### config.mk
export PLATFORM = sky130hd
export DESIGN_NAME = tnc_select
export DESIGN_NICKNAME = d
export VERILOG_FILES = /design/src/sv/tnc_pkg.sv /design/src/sv/tnc_select.sv
export SDC_FILE = /design/constraint.sdc
export NUM_CORES = 1
export LEC_CHECK = 0
export ABC_AREA = 1
export ABC_CLOCK_PERIOD_IN_PS = 7200
export BUFFER_PORTS_ARGS = -buffer_cell sky130_fd_sc_hd__buf_2
export CORE_AREA = 3 3 171 173
export DETAILED_ROUTE_END_ITERATION = 16
export DIE_AREA = 0 0 174 176
export PLACE_DENSITY_LB_ADDON = 0.05
export SYNTH_ARGS = -nofsm -noshare
export SYNTH_HDL_FRONTEND = slang
export SYNTH_SLANG_ARGS = --single-unit
### constraint.sdc
create_clock -name clk -period 7.2 [get_ports clk]
set_input_delay 1.44 -clock clk [delete_from_list [all_inputs] [get_ports clk]]
set_output_delay 1.44 -clock clk [all_outputs]
set_load 0.1 [all_outputs]
### src/sv/tnc_pkg.sv
// tnc_pkg: shared types and constants for the triangle normal core
// no dependencies
`timescale 1ns / 1ps

package tnc_pkg;

	localparam int OUT_W = 32;

	localparam logic [1:0] AXIS_Z = 2'd0;
	localparam logic [1:0] AXIS_X = 2'd1;
	localparam logic [1:0] AXIS_Y = 2'd2;

	typedef struct packed {
		logic       found;
		logic [1:0] axis;
		logic       neg_u;
		logic       neg_v;
	} meta_t;

endpackage

### src/sv/tnc_select.sv
// tnc_select: picks the pinned axis and forms rounded dividends, two stages
// depends on tnc_pkg
`timescale 1ns / 1ps

module tnc_select #(
	parameter int CW = 16,
	parameter int FRAC = 16,
	localparam int MW = 2 * (CW + 1) + 1,
	localparam int NW = MW + FRAC + 34
) (
	input  logic                  clk,
	input  logic                  arst_n,
	input  logic                  in_valid,
	output logic                  in_stall,
	input  logic signed [MW-1:0]  c1,
	input  logic signed [MW-1:0]  c2,
	input  logic signed [MW-1:0]  c3,
	output logic                  out_valid,
	input  logic                  out_stall,
	output logic [NW-1:0]         num_u,
	output logic [NW-1:0]         num_v,
	output logic [MW:0]           den,
	output tnc_pkg::meta_t        meta
);
	import tnc_pkg::*;

	logic en1, en2;
	logic v_s1, v_s2;
	logic signed [MW-1:0] sel_b, sel_u, sel_v;
	meta_t sel_meta;
	logic [MW-1:0] mag_b_s1, mag_u_s1, mag_v_s1;
	meta_t meta_s1, meta_s2;
	logic [NW-1:0] num_u_s2, num_v_s2;
	logic [MW:0] den_s2;

	assign en2 = !v_s2 || !out_stall;
	assign en1 = !v_s1 || en2;
	assign in_stall = !en1;

	always_ff @(posedge clk or negedge arst_n) begin
		if (!arst_n) begin
			v_s1 <= 1'b0;
			v_s2 <= 1'b0;
		end else begin
			if (en1) v_s1 <= in_valid;
			if (en2) v_s2 <= v_s1;
		end
	end

	// normal is the cross product divided by its pinned component
	always_comb begin
		sel_meta.found = 1'b1;
		if (c3 != '0) begin
			sel_meta.axis = AXIS_Z;
			sel_b = c3;
			sel_u = c1;
			sel_v = c2;
		end else if (c1 != '0) begin
			sel_meta.axis = AXIS_X;
			sel_b = c1;
			sel_u = c2;
			sel_v = c3;
		end else if (c2 != '0) begin
			sel_meta.axis = AXIS_Y;
			sel_b = c2;
			sel_u = c1;
			sel_v = c3;
		end else begin
			sel_meta.found = 1'b0;
			sel_meta.axis = AXIS_Z;
			sel_b = '0;
			sel_u = '0;
			sel_v = '0;
		end
		sel_meta.neg_u = (sel_u != '0) && (sel_u[MW-1] != sel_b[MW-1]);
		sel_meta.neg_v = (sel_v != '0) && (sel_v[MW-1] != sel_b[MW-1]);
	end

	always_ff @(posedge clk) begin
		if (en1) begin
			meta_s1 <= sel_meta;
			mag_b_s1 <= sel_b[MW-1] ? MW'(-sel_b) : MW'(sel_b);
			mag_u_s1 <= sel_u[MW-1] ? MW'(-sel_u) : MW'(sel_u);
			mag_v_s1 <= sel_v[MW-1] ? MW'(-sel_v) : MW'(sel_v);
		end
	end

	// round half away: (2|a| 2^f + |b|) / 2|b|
	always_ff @(posedge clk) begin
		if (en2) begin
			meta_s2 <= meta_s1;
			num_u_s2 <= (NW'(mag_u_s1) << (FRAC + 1)) + NW'(mag_b_s1);
			num_v_s2 <= (NW'(mag_v_s1) << (FRAC + 1)) + NW'(mag_b_s1);
			den_s2 <= {mag_b_s1, 1'b0};
		end
	end

	assign out_valid = v_s2;
	assign num_u = num_u_s2;
	assign num_v = num_v_s2;
	assign den = den_s2;
	assign meta = meta_s2;

endmodule

* Yosys cells after proc, flatten, opt, wreduce, memory -nomap -nowiden
Index checks and enable logic that the tools add are counted.
W data, S select, Z words.
** Cells by class
- Add/sub/neg operators :: 5
- Equality and inequality tests :: 2
- Reduce and logical (&&, ||, !) cells :: 14
- Multiplexer cells :: 15
- $mul :: 0
- Shift operators :: 0
- $lt $le $gt $ge :: 0
- Bitwise gates (word level) :: 0
- Div/mod/pow operators :: 0
** Operators by type and width (count)
- $mux W35 :: 9
- $reduce_bool A35 Y1 :: 5
- $add A52 B35 Y53 :: 2
- $neg A35 Y35 :: 3
- $mux W34 :: 3
- $logic_not A1 Y1 :: 4
- $logic_and A1 B1 Y1 :: 2
- $logic_or A1 B1 Y1 :: 2
- $mux W1 :: 2
- $mux W2 :: 1
- $ne A1 B1 Y1 :: 2
- $reduce_or A2 Y1 :: 1
** Storage, ports and cells
- Latch bits :: 0
- Memories kept :: 0
- ROM bits :: 0
- Input port bits :: 109
- Output and inout bits :: 213
- Memory bits (writable) :: 0
- Register bits after elaboration :: 322

* Logic depth before layout (Yosys ltp)
- Depth after elaboration :: 6
- Gate-level depth with buffers :: 22
- Mapped depth without buffers :: 21

* Least setup slack after synthesis
No wires, ideal clock.
- Path kind :: input to register
- Start point :: input out_stall
- End point :: register mag_b_s1[0] (enable)
- Stages on the path :: 3
- Data arrival time :: 7.990 ns
- Slack :: -1.248 ns
- Library setup time :: 0.458 ns
- Required time :: 6.742 ns
- Cell sequence :: nand2_1 > nor2_1 > inv_1
** On the way
- Cells in the longest elaborated chain, start to end :: 3
** RTL lines
- start, declared :: RTL line tnc_select.sv:19 : input logic out_stall,
- $logic_not A1 Y1 :: RTL line tnc_select.sv:36 : assign en2 = !v_s2 || !out_stall;
- $logic_or A1 B1 Y1 :: RTL line tnc_select.sv:36
- $logic_or A1 B1 Y1 :: RTL line tnc_select.sv:37 : assign en1 = !v_s1 || en2;
- end signal, assigned :: RTL line tnc_select.sv:82 : mag_b_s1 <= sel_b[MW-1] ? MW'(-sel_b) : MW'(sel_b);
- end, declared :: RTL line tnc_select.sv:31 : logic [MW-1:0] mag_b_s1, mag_u_s1, mag_v_s1;
Every way passes these cells.
A chain may end at the register's enable or synchronous reset.

* Worst setup path after layout
- Start point :: input c3[24]
- End point :: register mag_b_s1[15], data pin
** On the way
- Cells in the longest elaborated chain, start to end :: 4
** RTL lines
- start, declared :: RTL line tnc_select.sv:17 : input logic signed [MW-1:0] c3,
- $reduce_bool A35 Y1 (*) :: RTL line tnc_select.sv:53 : if (c3 != '0) begin
- $mux W35 (*) :: RTL line tnc_select.sv:53
- $neg A35 Y35 :: RTL line tnc_select.sv:82
- $mux W34 (*) :: RTL line tnc_select.sv:82
Mark *: on every way between the ends. The rest lies on a longest branch, timed or not.

==> summary.md <==
| Metric | Value |
|---|---|
| Status | finished, final reports clean |
| Worst-Margin Slew | 1.32 ns |
| CP peak stage delay | 0.62 ns |
| Fin util | 62.0% |
| Wire length of the first global-routing pass | roughly 73 mm |
| WP depth | 15 |
| Leakage power | 8.14 nW |
| Register bit total from synthesis | roughly 220 |
| Clock buffer depth | 3 |
| CTS Root Cell | clkbuf_16 |
| Final net count | 2261 |
| # hold bufs at CTS | 0 |
| Yosys top cell by area | edfxtp_1 |
| Final period utilization | between 60% and 70% |
| Initial Utilization | 54.9% |
| Worst setup EP type | flip-flop |
| Clk slew on worst S/H paths | roughly 0.060 ns |
| Async set-reset flop share out of synthesis | 0.893% |
| 1st-iter DRT viols | around 1200 |
| DR pass1 iterations | 6 |
| Portion of netlist area occupied by mux cells | 0% |
| Seq/Total Area, Yosys | 44.1% |
| Drt via density | between 5 and 6 |
| I/O Pins | 322 |
| Adder-Cell Fraction of Synth Area | 3.46% |
| EDFF count, synth | 222 |
| Crit. Startpoint | c3[24] |
| Fin Clk Skew | 0.0153 ns |
| Syn_area_per_cell | 8.08 um^2 |
| Crit start category | primary input |
| Worst path required time | around 7.5 ns |
| Netlist Area Pre-Place | 15200 um^2 |
| Setup-failing EPs final | 0 |
| Overflow after GRT | 0 |
| Antenna violations before repair | 10 |
| Total setup buffers inserted after CTS | 0 |
| Main synth FF type | edfxtp_1 |
| Crit Path Max Fanout | 56 |
| Number of global-route vias before repair | roughly 13000 |
| Largest family of logic cells by synthesized area | simple AND/OR/NAND/NOR gates |
| Hold path depth | 0 |
| Via count | around 13000 |
| Hold Vio Cnt, Final | 0 |
| GPL Wtd Cong | 0.994 |
| Critical-path cell list | buf_2 -> nor2_1 -> nand4_1 -> nor2_1 -> inv_1 -> nor2_8 -> buf_4 -> nand2_1 -> inv_2 -> a21oi_2 -> inv_2 -> nand2_1 -> nand2_1 -> a21oi_1 -> xor2_1 |
| CTS Sinks | 224 |
| Post_cts resized | 0 |
| Synth Area in XOR/XNOR | 7.87% |
| WS Path Type | in2reg |
| Critical hold path startpoint | meta_s1[3] |
| Rows | 61 |
| CTS tree | built |
| Simple-Gate Fraction of Synth Area | around a quarter |
| Critical path's most frequent cell | nand2_1 |
| Pwr Density | roughly 300 nW/um^2 |
| Remaining DRCs | 0 |
| Hold Path Class | reg2reg |
| Final ANT Viol Nets | 0 |
| CTS buffer count | 26 |
| Reg-to-reg startpoint | mag_b_s1[18] |
| Achievable Freq | 219 MHz |
| Clk_lat worst skew | between 0.5 and 0.6 ns |
| Syn Inst Count | 1887 |
| Final WL | between 40 and 50 mm |
| Reg2reg path depth | 10 |
| CP top delay family | simple AND/OR/NAND/NOR gates |
| Share of layout cells above drive strength 1 | 16.1% |
| Critical Path AT | 4.85 ns |
| Largest net degree at the start of global routing | between 70 and 80 |
| Post-synth top area share | 43.7% |
| Port Buffers | 256 |
| Die Area | between 30000 and 40000 um^2 |
| Crit-path slowest cell | buf_4 |
| Chip height | 176 um |
| H-tree levels | 1 |
| Yosys Warn Count | 0 |
| Post-synthesis compound-gate area fraction | 5.96% |
| Post-synth top cells | 471 x nand2_1, 254 x inv_1, 222 x edfxtp_1, 216 x nor2_1, 141 x nand3_1 |
| GRT Total Usage | 31.1% |
| Worst relative slew slack | 11.0% |
| Crit path time final | 4.58 ns |
| Max cap viols | 0 |
| RSZ-0062 raised after global routing | no |
| Crit path buf inv count | 5 |
| Most frequent cell after synthesis | nand2_1 |
| Synthesis-to-finish area growth | 13.1% |
| Slew Limit Fails | 0 |
| Tot Pwr | 0.00512 W |
| Worst vdd rail ir drop | 0.252 mV |
| Die width | 174 um |
| TNS Setup | 0 ns |
| Synth cell types | 50 |
| Core area | 27800 um^2 |
| Top post-synthesis cells by area | edfxtp_1 44%, nand2_1 12%, inv_1 6.3% |
| DPL Wire Length | just under 40 mm |
| DR WL/cell | 19.5 um |
[kinds of logic (layout without fill, tap and decap cells)]
family | count (synthesis) | after routing
compound gates | 162 | 162
simple gates | 927 | 927
xor+xnor | 137 | 137
flops | 224 | 224
fa+ha+maj | 41 | 41
buf+inv | 395 | 575
other cells | 1 | 71
[cells in the final DEF (no fill, tap or decap), types with 20 or more instances in the layout]
| cell | count |
|---|---|
| nor3_1 | 20 |
| nand3_1 | 141 |
| xor2_1 | 94 |
| a21oi_1 | 67 |
| clkbuf_16 | 27 |
| o21ai_0 | 44 |
| edfxtp_1 | 222 |
| inv_1 | 253 |
| conb_1 | 65 |
| nand2_1 | 470 |
| ha_1 | 39 |
| nor2_1 | 216 |
| xnor2_1 | 43 |
| buf_2 | 256 |
| nand4_1 | 22 |
[area by class of cell]
type,count,area [um^2]
clock inverters,14,150
flip-flops and latches,224,6720
inverters,261,982
well taps,378,473
clock buffers,34,702
diodes,6,15.0
fillers,2551,10500
repair buffers,266,1360
multi-input cells,1332,6840
[per-layer routing]
metal / vias to the layer above / part of all wire (%) / GRT usage (%) / wire, um
li1: 6432 / - / - / -
met1: 6165 / 40 / 40.8 / 19600
met2: 738 / 46 / 51.3 / 22800
met3: 113 / 9.7 / 6.09 / 4730
met4: 10 / 3.8 / 12.1 / 1850
met5: - / 0.12 / 0 / 60
[registers in the layout, indices dropped and copies added, names as in the netlist]
name	count
v_s1	1
meta_s1	5
num_u	36
mag_u_s1	35
den	35
out_valid	1
mag_b_s1	35
num_v	36
meta	5
mag_v_s1	35
[worst reg2reg max path: cells and delay by family, from the launching register on]
kind / cells / cell delay [ns]
buffers and inverters: 1 / 0.23
AND/OR/NAND/NOR: 2 / 0.36
adder cells (fa/ha/maj): 1 / 0.56
AO/OA/AOI/OAI: 5 / 1.23
flip-flops: 1 / 0.52
XOR/XNOR: 1 / 0.15
[report_power, final]
group          leakage (nW)  switching (W)  internal, W
clock network         0.412       0.000539     0.000793
logic                  5.46        0.00167     0.000331
registers              2.26      0.0000965      0.00169
total                  8.14        0.00231      0.00281
[per-stage QoR]
step	area [um^2]	hold slack (ns)	worst slack [ns]	instances
final	17200	0.413	2.62	2515
after global routing	17200	0.423	2.24	2514
after CTS	17200	0.415	2.69	2509
after detailed placement	16400	0.405	2.13	2461
after global placement	16400	0.401	2.17	2461
after floorplan	15500	0.400	0.126	1951
[path summary, 6_finish.rpt]
check / end / slack (ns)
setup / recovery: mag_b_s1[15] / 2.62
hold / removal: meta[3] / 0.41
setup reg to reg: num_v[49] / 3.90
hold reg to reg: meta[3] / 0.41
max in group asynchronous: out_valid / 6.42
min in group asynchronous: v_s1 / 0.68
No activity file was read; power rests on OpenSTA's default activity.
